File: src/pba_pkg.sv
// ----------------------------------------------------------------------------
// pba_pkg
// Shared types and constants for the page bitmap allocator.
// ----------------------------------------------------------------------------
package pba_pkg;

  localparam int PAGES_DEF  = 4096;
  localparam int WORD_W     = 32;
  localparam int BIT_W      = 5;
  localparam int PAGE_SHIFT = 12;
  localparam int ADDR_W     = 24;
  localparam int LIMIT_W    = 13;
  localparam int CNT_W      = 21;
  localparam int FIRST_W    = 20;
  localparam int SUM_W      = 22;

  localparam logic [1:0] ACT_FREE    = 2'd0;
  localparam logic [1:0] ACT_RESERVE = 2'd1;
  localparam logic [1:0] ACT_ALLOC   = 2'd2;

  typedef struct packed {
    logic [1:0]       op;
    logic             lo_en;
    logic [BIT_W-1:0] lo;
    logic             hi_en;
    logic [BIT_W-1:0] hi;
  } unit_req_t;

  typedef struct packed {
    logic [WORD_W-1:0] word_new;
    logic              found;
    logic [BIT_W-1:0]  pos;
  } unit_res_t;

endpackage

File: src/pba_map_ram.sv
// ----------------------------------------------------------------------------
// pba_map_ram
// Single write, single read bitmap store with registered read data.
// ----------------------------------------------------------------------------
module pba_map_ram import pba_pkg::*; #(
  parameter int DEPTH = 128,
  parameter int AW    = 7,
  parameter int DW    = WORD_W
) (
  input  logic          clk,
  input  logic          wr_en,
  input  logic [AW-1:0] wr_addr,
  input  logic [DW-1:0] wr_data,
  input  logic [AW-1:0] rd_addr,
  output logic [DW-1:0] rd_data
);

  logic [DW-1:0] mem [DEPTH];

  always_ff @(posedge clk) begin
    if (wr_en) begin
      mem[wr_addr] <= wr_data;
    end
  end

  always_ff @(posedge clk) begin
    rd_data <= mem[rd_addr];
  end

endmodule

File: src/pba_word_unit.sv
// ----------------------------------------------------------------------------
// pba_word_unit
// Shared word unit: range masking, set/clear and lowest-free-bit search.
// ----------------------------------------------------------------------------
module pba_word_unit import pba_pkg::*; (
  input  logic [WORD_W-1:0] word,
  input  unit_req_t         req,
  output unit_res_t         res
);

  logic [WORD_W-1:0] lo_mask;
  logic [WORD_W-1:0] hi_mask;
  logic [WORD_W-1:0] mask;
  logic [WORD_W-1:0] free_bits;
  logic [WORD_W-1:0] lowest;
  logic [BIT_W-1:0]  pos;

  always_comb begin
    lo_mask   = req.lo_en ? ({WORD_W{1'b1}} << req.lo) : {WORD_W{1'b1}};
    hi_mask   = req.hi_en ? ({WORD_W{1'b1}} >> (BIT_W'(WORD_W - 1) - req.hi))
                          : {WORD_W{1'b1}};
    mask      = lo_mask & hi_mask;
    free_bits = ~word & mask;
    lowest    = free_bits & (~free_bits + WORD_W'(1));
    pos       = '0;
    for (int i = 0; i < WORD_W; i++) begin
      if (lowest[i]) begin
        pos = pos | BIT_W'(i);
      end
    end
  end

  always_comb begin
    res.found = |free_bits;
    res.pos   = pos;
    case (req.op)
      ACT_FREE:    res.word_new = word & ~mask;
      ACT_RESERVE: res.word_new = word | mask;
      ACT_ALLOC:   res.word_new = word | lowest;
      default:     res.word_new = word;
    endcase
  end

endmodule

File: src/page_bitmap_allocator.sv
// ----------------------------------------------------------------------------
// page_bitmap_allocator
// Bitmap physical page allocator, one used/free bit per 4 KiB page.
// ----------------------------------------------------------------------------
// Input channel (in_valid/in_ready) carries action, base_address and
// range_pages; output channel (out_valid/out_ready) returns one transaction
// per input with page_address and status. cfg_wr_en/cfg_wr_data write
// alloc_limit at once; the user must write it only while the block is idle, as
// the block itself does not enforce it. The map lives in a 32-bit-wide RAM;
// each word is read (S_RD), then modified and written back (S_MOD) through
// the shared word unit. A range action visits the words it touches, an
// allocate scans words up to the first free page below alloc_limit. Empty
// ranges, zero limits and unused actions finish without touching the map.
// After reset the map is swept to all-used, one word a cycle, over every
// word of the map; in_ready stays low meanwhile.
// A finished result waits in the output register; a new transaction may be
// accepted while it waits, but the next result holds until it is taken.
// ----------------------------------------------------------------------------
module page_bitmap_allocator import pba_pkg::*; #(
  parameter int PAGES = PAGES_DEF
) (
  input  logic                clk,
  input  logic                rst,
  input  logic                cfg_wr_en,
  input  logic [LIMIT_W-1:0]  cfg_wr_data,
  input  logic                in_valid,
  output logic                in_ready,
  input  logic [1:0]          action,
  input  logic [31:0]         base_address,
  input  logic [CNT_W-1:0]    range_pages,
  output logic                out_valid,
  input  logic                out_ready,
  output logic [ADDR_W-1:0]   page_address,
  output logic                status
);

  localparam int WORDS = (PAGES + WORD_W - 1) / WORD_W;
  localparam int AW    = (WORDS > 1) ? $clog2(WORDS) : 1;
  localparam logic [SUM_W-1:0] PAGES_V   = SUM_W'(PAGES);
  localparam logic [AW-1:0]    LAST_WORD = AW'(WORDS - 1);

  localparam logic [2:0] S_CLR  = 3'd0;
  localparam logic [2:0] S_IDLE = 3'd1;
  localparam logic [2:0] S_RD   = 3'd2;
  localparam logic [2:0] S_MOD  = 3'd3;
  localparam logic [2:0] S_FIN  = 3'd4;

  logic [2:0]         state;
  logic [LIMIT_W-1:0] alloc_limit;
  logic [1:0]         op;
  logic [AW-1:0]      widx;
  logic [AW-1:0]      wlast;
  logic [BIT_W-1:0]   lo;
  logic [BIT_W-1:0]   hi;
  logic               first_iter;
  logic [ADDR_W-1:0]  res_addr;
  logic               res_status;

  logic [FIRST_W-1:0] first;
  logic [SUM_W-1:0]   range_end;
  logic [SUM_W-1:0]   end_c;
  logic [SUM_W-1:0]   last_pg;
  logic [SUM_W-1:0]   lim_c;
  logic [SUM_W-1:0]   lim_m1;
  logic               last_word;
  logic [AW+BIT_W-1:0] found_pg;

  logic              ram_we;
  logic [WORD_W-1:0] ram_wdata;
  logic [WORD_W-1:0] ram_rdata;
  unit_req_t         ureq;
  unit_res_t         ures;

  assign in_ready  = (state == S_IDLE);
  assign last_word = (widx == wlast);

  always_comb begin
    first     = base_address[31:PAGE_SHIFT];
    range_end = SUM_W'(first) + SUM_W'(range_pages);
    end_c     = (range_end > PAGES_V) ? PAGES_V : range_end;
    last_pg   = end_c - SUM_W'(1);
    lim_c     = (SUM_W'(alloc_limit) > PAGES_V) ? PAGES_V : SUM_W'(alloc_limit);
    lim_m1    = lim_c - SUM_W'(1);
    found_pg  = {widx, ures.pos};
  end

  always_comb begin
    ureq.op    = op;
    ureq.lo_en = first_iter;
    ureq.lo    = lo;
    ureq.hi_en = last_word;
    ureq.hi    = hi;
  end

  pba_word_unit u_unit (
    .word (ram_rdata),
    .req  (ureq),
    .res  (ures)
  );

  assign ram_we    = (state == S_CLR) ||
                     ((state == S_MOD) && ((op != ACT_ALLOC) || ures.found));
  assign ram_wdata = (state == S_CLR) ? {WORD_W{1'b1}} : ures.word_new;

  pba_map_ram #(
    .DEPTH (WORDS),
    .AW    (AW),
    .DW    (WORD_W)
  ) u_ram (
    .clk     (clk),
    .wr_en   (ram_we),
    .wr_addr (widx),
    .wr_data (ram_wdata),
    .rd_addr (widx),
    .rd_data (ram_rdata)
  );

  always_ff @(posedge clk) begin
    if (rst) begin
      alloc_limit <= '0;
    end else if (cfg_wr_en) begin
      alloc_limit <= cfg_wr_data;
    end
  end

  always_ff @(posedge clk) begin
    if (rst) begin
      state     <= S_CLR;
      widx      <= '0;
      out_valid <= 1'b0;
    end else begin
      if (out_valid && out_ready && (state != S_FIN)) begin
        out_valid <= 1'b0;
      end
      unique case (state)
        S_CLR: begin
          if (widx == LAST_WORD) begin
            state <= S_IDLE;
          end else begin
            widx <= widx + AW'(1);
          end
        end
        S_IDLE: begin
          if (in_valid) begin
            op         <= action;
            first_iter <= 1'b1;
            res_addr   <= '0;
            res_status <= (action == ACT_ALLOC) && (lim_c == '0);
            case (action) inside
              ACT_FREE, ACT_RESERVE: begin
                if ((range_pages == '0) || (SUM_W'(first) >= PAGES_V)) begin
                  state <= S_FIN;
                end else begin
                  widx  <= AW'(first >> BIT_W);
                  lo    <= first[BIT_W-1:0];
                  wlast <= AW'(last_pg >> BIT_W);
                  hi    <= last_pg[BIT_W-1:0];
                  state <= S_RD;
                end
              end
              ACT_ALLOC: begin
                if (lim_c == '0) begin
                  state <= S_FIN;
                end else begin
                  widx  <= '0;
                  lo    <= '0;
                  wlast <= AW'(lim_m1 >> BIT_W);
                  hi    <= lim_m1[BIT_W-1:0];
                  state <= S_RD;
                end
              end
              default: state <= S_FIN;
            endcase
          end
        end
        S_RD: state <= S_MOD;
        S_MOD: begin
          if ((op == ACT_ALLOC) && ures.found) begin
            res_addr <= ADDR_W'(ADDR_W'(found_pg) << PAGE_SHIFT);
            state    <= S_FIN;
          end else if (last_word) begin
            res_status <= (op == ACT_ALLOC);
            state      <= S_FIN;
          end else begin
            widx       <= widx + AW'(1);
            first_iter <= 1'b0;
            state      <= S_RD;
          end
        end
        S_FIN: begin
          if (!out_valid || out_ready) begin
            out_valid    <= 1'b1;
            page_address <= res_addr;
            status       <= res_status;
            state        <= S_IDLE;
          end
        end
        default: state <= S_CLR;
      endcase
    end
  end

  a_write_states: assert property (@(posedge clk) disable iff (rst)
    ram_we |-> ((state == S_CLR) || (state == S_MOD)))
    else $error("map written outside sweep or modify cycle");

  a_fail_zero: assert property (@(posedge clk) disable iff (rst)
    (out_valid && status) |-> (page_address == '0))
    else $error("out of memory with non-zero address");

  a_no_accept_clr: assert property (@(posedge clk) disable iff (rst)
    (state == S_CLR) |-> !in_ready)
    else $error("transaction accepted during map sweep");

  a_fin_holds: assert property (@(posedge clk) disable iff (rst)
    ((state == S_FIN) && out_valid && !out_ready) |=> (state == S_FIN))
    else $error("result overwrote a waiting transaction");

endmodule
File: config.mk
export PLATFORM = sky130hd
export DESIGN_NAME = page_bitmap_allocator
export DESIGN_NICKNAME = d
export VERILOG_FILES = /design/src/pba_pkg.sv /design/src/pba_map_ram.sv /design/src/pba_word_unit.sv /design/src/page_bitmap_allocator.sv
export SDC_FILE = /design/constraint.sdc
export NUM_CORES = 2
export LEC_CHECK = 0
export BUFFER_PORTS_ARGS = -buffer_cell sky130_fd_sc_hd__buf_2
export CAP_MARGIN = 20
export CORE_MARGIN = 2
export CORE_UTILIZATION = 47
export CTS_CLUSTER_SIZE = 14
export DETAILED_ROUTE_END_ITERATION = 10
export RECOVER_POWER = 50
export SYNTH_ARGS = -nofsm -noshare
export SYNTH_HDL_FRONTEND = slang
export SYNTH_HIERARCHICAL = 1
export SYNTH_SLANG_ARGS = --single-unit
File: constraint.sdc
create_clock -name clk -period 6.2 [get_ports clk]
set_input_delay 0.31 -clock clk [delete_from_list [all_inputs] [get_ports clk]]
set_output_delay 0.31 -clock clk [all_outputs]
set_load 0.05 [all_outputs]
* Yosys cells after proc, flatten, opt, wreduce, memory -nomap -nowiden
Memories as Yosys holds them, arrays and structs flattened. A register that Yosys moved wholly into a read port is not among the register bits.
Index checks and enable logic that the tools add are counted.
** Storage, ports and cells
- Bits in registers :: 94
- Bits in writable memories :: 4096
- Input bits :: 73
- Logic and storage cells :: 316
- Memories :: 1
** Operators by class
- Add/sub/neg operators :: 6
- Order comparisons :: 3
- Eq/ne operators :: 25
- Shift-type cells :: 2
- Multiplexer cells :: 223
- Bitwise logic cells :: 10
- Reduce and logical (&&, ||, !) cells :: 33
** Memories
- u_ram.mem :: depth 128, width 32, read ports 1, clocked after memory_dff 1, wr ports 1, RTL line pba_map_ram.sv:18 : logic [DW-1:0] mem [DEPTH];
** Operators with widths (number)
- 7-bit two-way mux :: 51
- 5-bit two-way mux :: 58
- 24-bit two-way mux :: 12
- 32-bit AND :: 4
- 3-bit two-way mux :: 37
- 32-bit two-way mux :: 3
- 32-bit inverter :: 3
- 32-bit one-hot mux with 3 select lines :: 1
- 32-bit OR :: 2
- 24-bit one-hot mux with 2 select lines :: 1
- 13-bit two-way mux :: 3
- 1-bit two-way mux :: 37
- 32-bit by 1-bit adder with 32-bit output, second input constant :: 1
- 4-bit two-way mux :: 8
- 32-bit OR reduction :: 1
- 32-bit by 5-bit left shift with 32-bit output, first input constant :: 1
- 32-bit by 5-bit right shift with 32-bit output, first input constant :: 1
- 3-bit != test, second input constant :: 8
- 12-bit by 1-bit subtractor with 12-bit output, second input constant :: 2
- 20-bit by 21-bit adder with 22-bit output :: 1
- 22-bit by 13-bit > comparator with 1-bit output, second input constant :: 1
- 22-bit logical NOT :: 1
- 21-bit logical NOT :: 1
- 7-bit one-hot mux with 3 select lines :: 1
- 35 further kinds :: 63

* Depth between registers and ports, before layout
- Depth after elaboration :: 44
- Mapped depth :: 19

* By module
Netlist, hierarchy kept.
** Modules (own cells, without submodules)
- pba_map_ram :: times used 1, cells an instance 5990, area each 156276.1 um^2, sequential area each 123638.6 um^2
- page_bitmap_allocator :: times used 1, cells an instance 567, area each 5227.5 um^2, sequential area each 1861.8 um^2
- pba_word_unit :: times used 1, cells an instance 446, area each 2568.7 um^2, sequential area each 0.0 um^2

* Least setup slack after synthesis
Ideal clock, no wire load.
- Path type :: flip-flop to flip-flop
- From :: reg widx[4]
- To :: mem u_ram/mem[98][0] in the netlist's numbering (enable)
- Setup time :: 461 ps
- Data arrival time :: 5526 ps
- Data required time :: 5739 ps
- Slack :: 213 ps
- Cell stages (with the launch flop) :: 18
- Period minus slack after synthesis :: 5987 ps
- Cell sequence :: dfxtp_1 > xnor2_1 > nand4_1 > nor4_1 > buf_6 > nor2b_1 > buf_6 > a2111oi_0 > nor4_1 > and3_1 > nand4_1 > nor2_1 > nand3_1 > nand2b_1 > a21o_1 > clkbuf_1 > nand4_1 > nor3_1
** RTL lines
- from (decl) :: RTL line page_bitmap_allocator.sv:51 : logic [AW-1:0] widx;
- from (signal assigned) :: RTL line page_bitmap_allocator.sv:140 : widx <= widx + AW'(1);
- from (signal assigned) :: RTL line page_bitmap_allocator.sv:154 : widx <= AW'(first >> BIT_W);
- from (signal assigned) :: RTL line page_bitmap_allocator.sv:185 : widx <= widx + AW'(1);
- to (decl) :: RTL line pba_map_ram.sv:18

==> flow_summary.yaml <==
hold_path:
  holdPathStages: 6
  hold_class: "in2reg"
job:
  maxCapViolations: 20
route:
  via_per_inst: 6.310
  ant_nets: 0
  route.met3.wl_um: 36690
  wl_met2_um: 200800
  drt_iter0_markers: 11060
  wl_met1_um: 178700
  dr.pass1.iters: 7
  routed_wl_um: 427400
  route.detailed.wl_per_inst_um: 34.34
  drc: 0
  via_count: 78530
  top_layer: "met5"
placement:
  gp_congestion: 0.9134
  dp_hpwl_um: 240400
  io_buffer_count: 75
  dp.cells: 11610
  post_dp_cell_area_um2: 173400
synthesis:
  synth_top_area_share_pct: 75.81
  syn_avg_cell_area_um2: 23.43
  seq_area_frac_synth_pct: 76.49
  yosysMostFrequentCell: "edfxtp_1"
  yosys-top-cells-area: "edfxtp_1 76%, mux4_2 18%, dfxtp_1 0.68%, nor2_1 0.51%, clkbuf_1 0.50%"
  syn_inst: 7003
  ys.flop_type: "edfxtp_1"
  async_reset_ff_share_pct: 0
  synth_commonest_cells: "4,142 x edfxtp_1, 1,344 x mux4_2, 225 x nor2_1"
  synth_edf_count: 4142
  yosysWarnings: 6
  yosys.area.top_type: "edfxtp_1"
  ys_types: 108
  ys_ff_latch: 4198
  synth_area_um2: 164100
worst_setup_path:
  reg2reg_depth: 6
  critical_path_buf_inv_count: 3
  start_kind: "flop"
  cp_top_family: "buffers and inverters"
  cp_slowest_cell: "clkbuf_1"
  worstPathRequired_ns: 7.05
  cp_num_cells: 6
  path_common_cell: "mux4_2"
  crit_type: "reg2reg"
  path_max_fanout: 38
  worstPathCellList: "buf_4 > clkbuf_1 > clkbuf_4 > mux4_2 > mux4_2 > mux2_2"
  max_stage_delay_ns: 1.96
  worst_setup_path_end_kind: "flop"
  arrival_ns: 6.71
die:
  rows: 216
  die_area_um2: 353800
  die_y_um: 594.8
  io_pins: 100
  coreArea_um2: 346700
  initial_core_util_pct: 47.32
  dieWidth_um: 594.8
power:
  power.density_nw_per_um2: 307.2
  seqPwrFrac_pct: 53.8
  switching_share_pct: 20.60
  switchingPower_w: 0.01181
  combPwrFrac_pct: 3.6
  p_leak_nw: 67.30
  p_int_w: 0.04553
  power.share.clock_pct: 42.6
  ir_worst_vdd_mv: 0.2199
sta:
  grt_setup_unrepaired: "no"
  finalMaxSlewViolations: 1438
  fin_setup_tns_ns: 0
  finalWorstPathRequiredPeriod_ns: 5.858
  timing.final.crit_share_pct: 94.48
  relSlewSlack_pct: -83.64
  hold_violations: 0
  maxClockFrequency_ghz: 0.1707
  clock-skew-final_ns: 0.03620
  finalSetupViolations: 0
  worstMarginPinSlew_ns: 2.755
finish:
  post-route-util_pct: 53.83
  ff_latch_area_um2: 125500
  layout.nets: 7611
  drive_gt1_share_pct: 32.02
  syn_to_final_growth_pct: 13.76
  fillerInstances: 25850
  final_cell_count_no_fill: 12450
  final_area_um2: 186600
  multi_input_area_um2: 37610
clocking:
  clock_sinks: 4198
  cts_tree: "yes"
  cts_buffers: 413
  cts_resized: 0
  path_clk_slew_ns: 0.06
  clkLatencyLatePin_ns: 0.96
  htree_num_levels: 5
  cts-root-buf: "clkbuf_16"
  clockBufferDepth: 4
status:
  violations: "capacitance limit, slew limit"
  outcome: "finished with violations"
grt:
  grt.total_usage_pct: 24.08
  antenna_found_initial: 40
  grt_pass1_wl_um: 602100
  grt_max_degree: 129
  grt-ovfl-total: 0
  grt_pass1_vias: 78800
==> metal layers <==
layer | global-route usage [%] | vias to the layer above
li1 | - | 31260
met1 | 36.39 | 43200
met2 | 37.29 | 3537
met3 | 3.618 | 530
met4 | 5.822 | 12
met5 | 0 | -
==> final timing paths <==
check                         from                end  slack (ns)
hold reg to reg       res_addr[21]   page_address[21]        0.42
hold / removal    base_address[28]           state[1]        0.28
setup reg to reg           widx[4]  u_ram/rd_data[11]        0.34
setup / recovery           widx[4]  u_ram/rd_data[11]        0.34
==> cells in the final DEF, fill, tap and decap left out, types with 67 or more instances in the layout <==
master	n
mux4_2	1344
clkbuf_16	420
nor2_4	106
edfxtp_1	4142
a21oi_1	67
clkbuf_1	111
nor2_1	117
nand2_1	105
buf_4	202
clkinv_2	88
buf_12	87
clkinv_1	96
==> sequential cells by signal (all words and copies together), names as in the netlist <==
signal	cells
page_address	12
wlast	7
hi	5
u_ram/mem	4096
widx	7
status	1
res_status	1
u_ram/rd_data	32
lo	5
state	3
first_iter	1
out_valid	1
res_addr	12
op	2
alloc_limit	13
==> stage by stage <==
step	power, W	hold slack [ns]	worst slack, ns
after detailed placement	0.03352	0.4045	0.7179
after CTS	0.05779	0.09416	0.7040
final	0.05734	0.2788	0.3424
after global placement	0.03352	0.4067	0.7339
after floorplan	0.03285	0.4003	0.2128
after global routing	0.05901	0.2237	0.1930
==> worst reg2reg max path, cell delays in order (launching register included) <==
cell and delay, ns:
dfxtp_4 0.45, buf_4 0.64, clkbuf_1 2.00, clkbuf_4 1.21, mux4_2 0.53, mux4_2 0.63
mux2_2 0.32
==> cell type report <==
type,count,area share (%)
repair buffers,475,2.419
multi-input cells,2387,20.15
well taps,4578,3.069
inverters,35,0.07039
diodes,21,0.02815
clock buffers,503,5.814
clock inverters,248,1.199
flip-flops and latches,4198,67.25
==> kinds of logic (layout without fill, tap and decap cells) <==
kind of cell	count (synthesis)	after routing	share of synthesized area (%)
and+or+nand+nor	606	606	1.807
other	1	33	0.002286
muxes	1396	1396	18.79
buffers and inverters	429	1261	1.122
adders and majority gates	28	28	0.2181
AOI/OAI and AO/OA	309	309	1.370
DFF	4198	4198	76.49
xor gates and xnor gates	36	36	0.1968
==> power by group through the flow <==
stage                     clock network, W  logic [W]  registers [W]
final                               0.0244    0.00209         0.0308
after global placement                   0    0.00209         0.0314
after detailed placement                 0    0.00209         0.0314
after global routing                0.0260    0.00222         0.0308
after floorplan                          0    0.00144         0.0314
after CTS                           0.0248    0.00213         0.0308
==> timing repair <==
action,CTS,global route
endpoints found under the hold margin,50,0
setup buffers,0,0
hold buffers,65,0
Note: power is estimated with default switching activity, not from simulation.
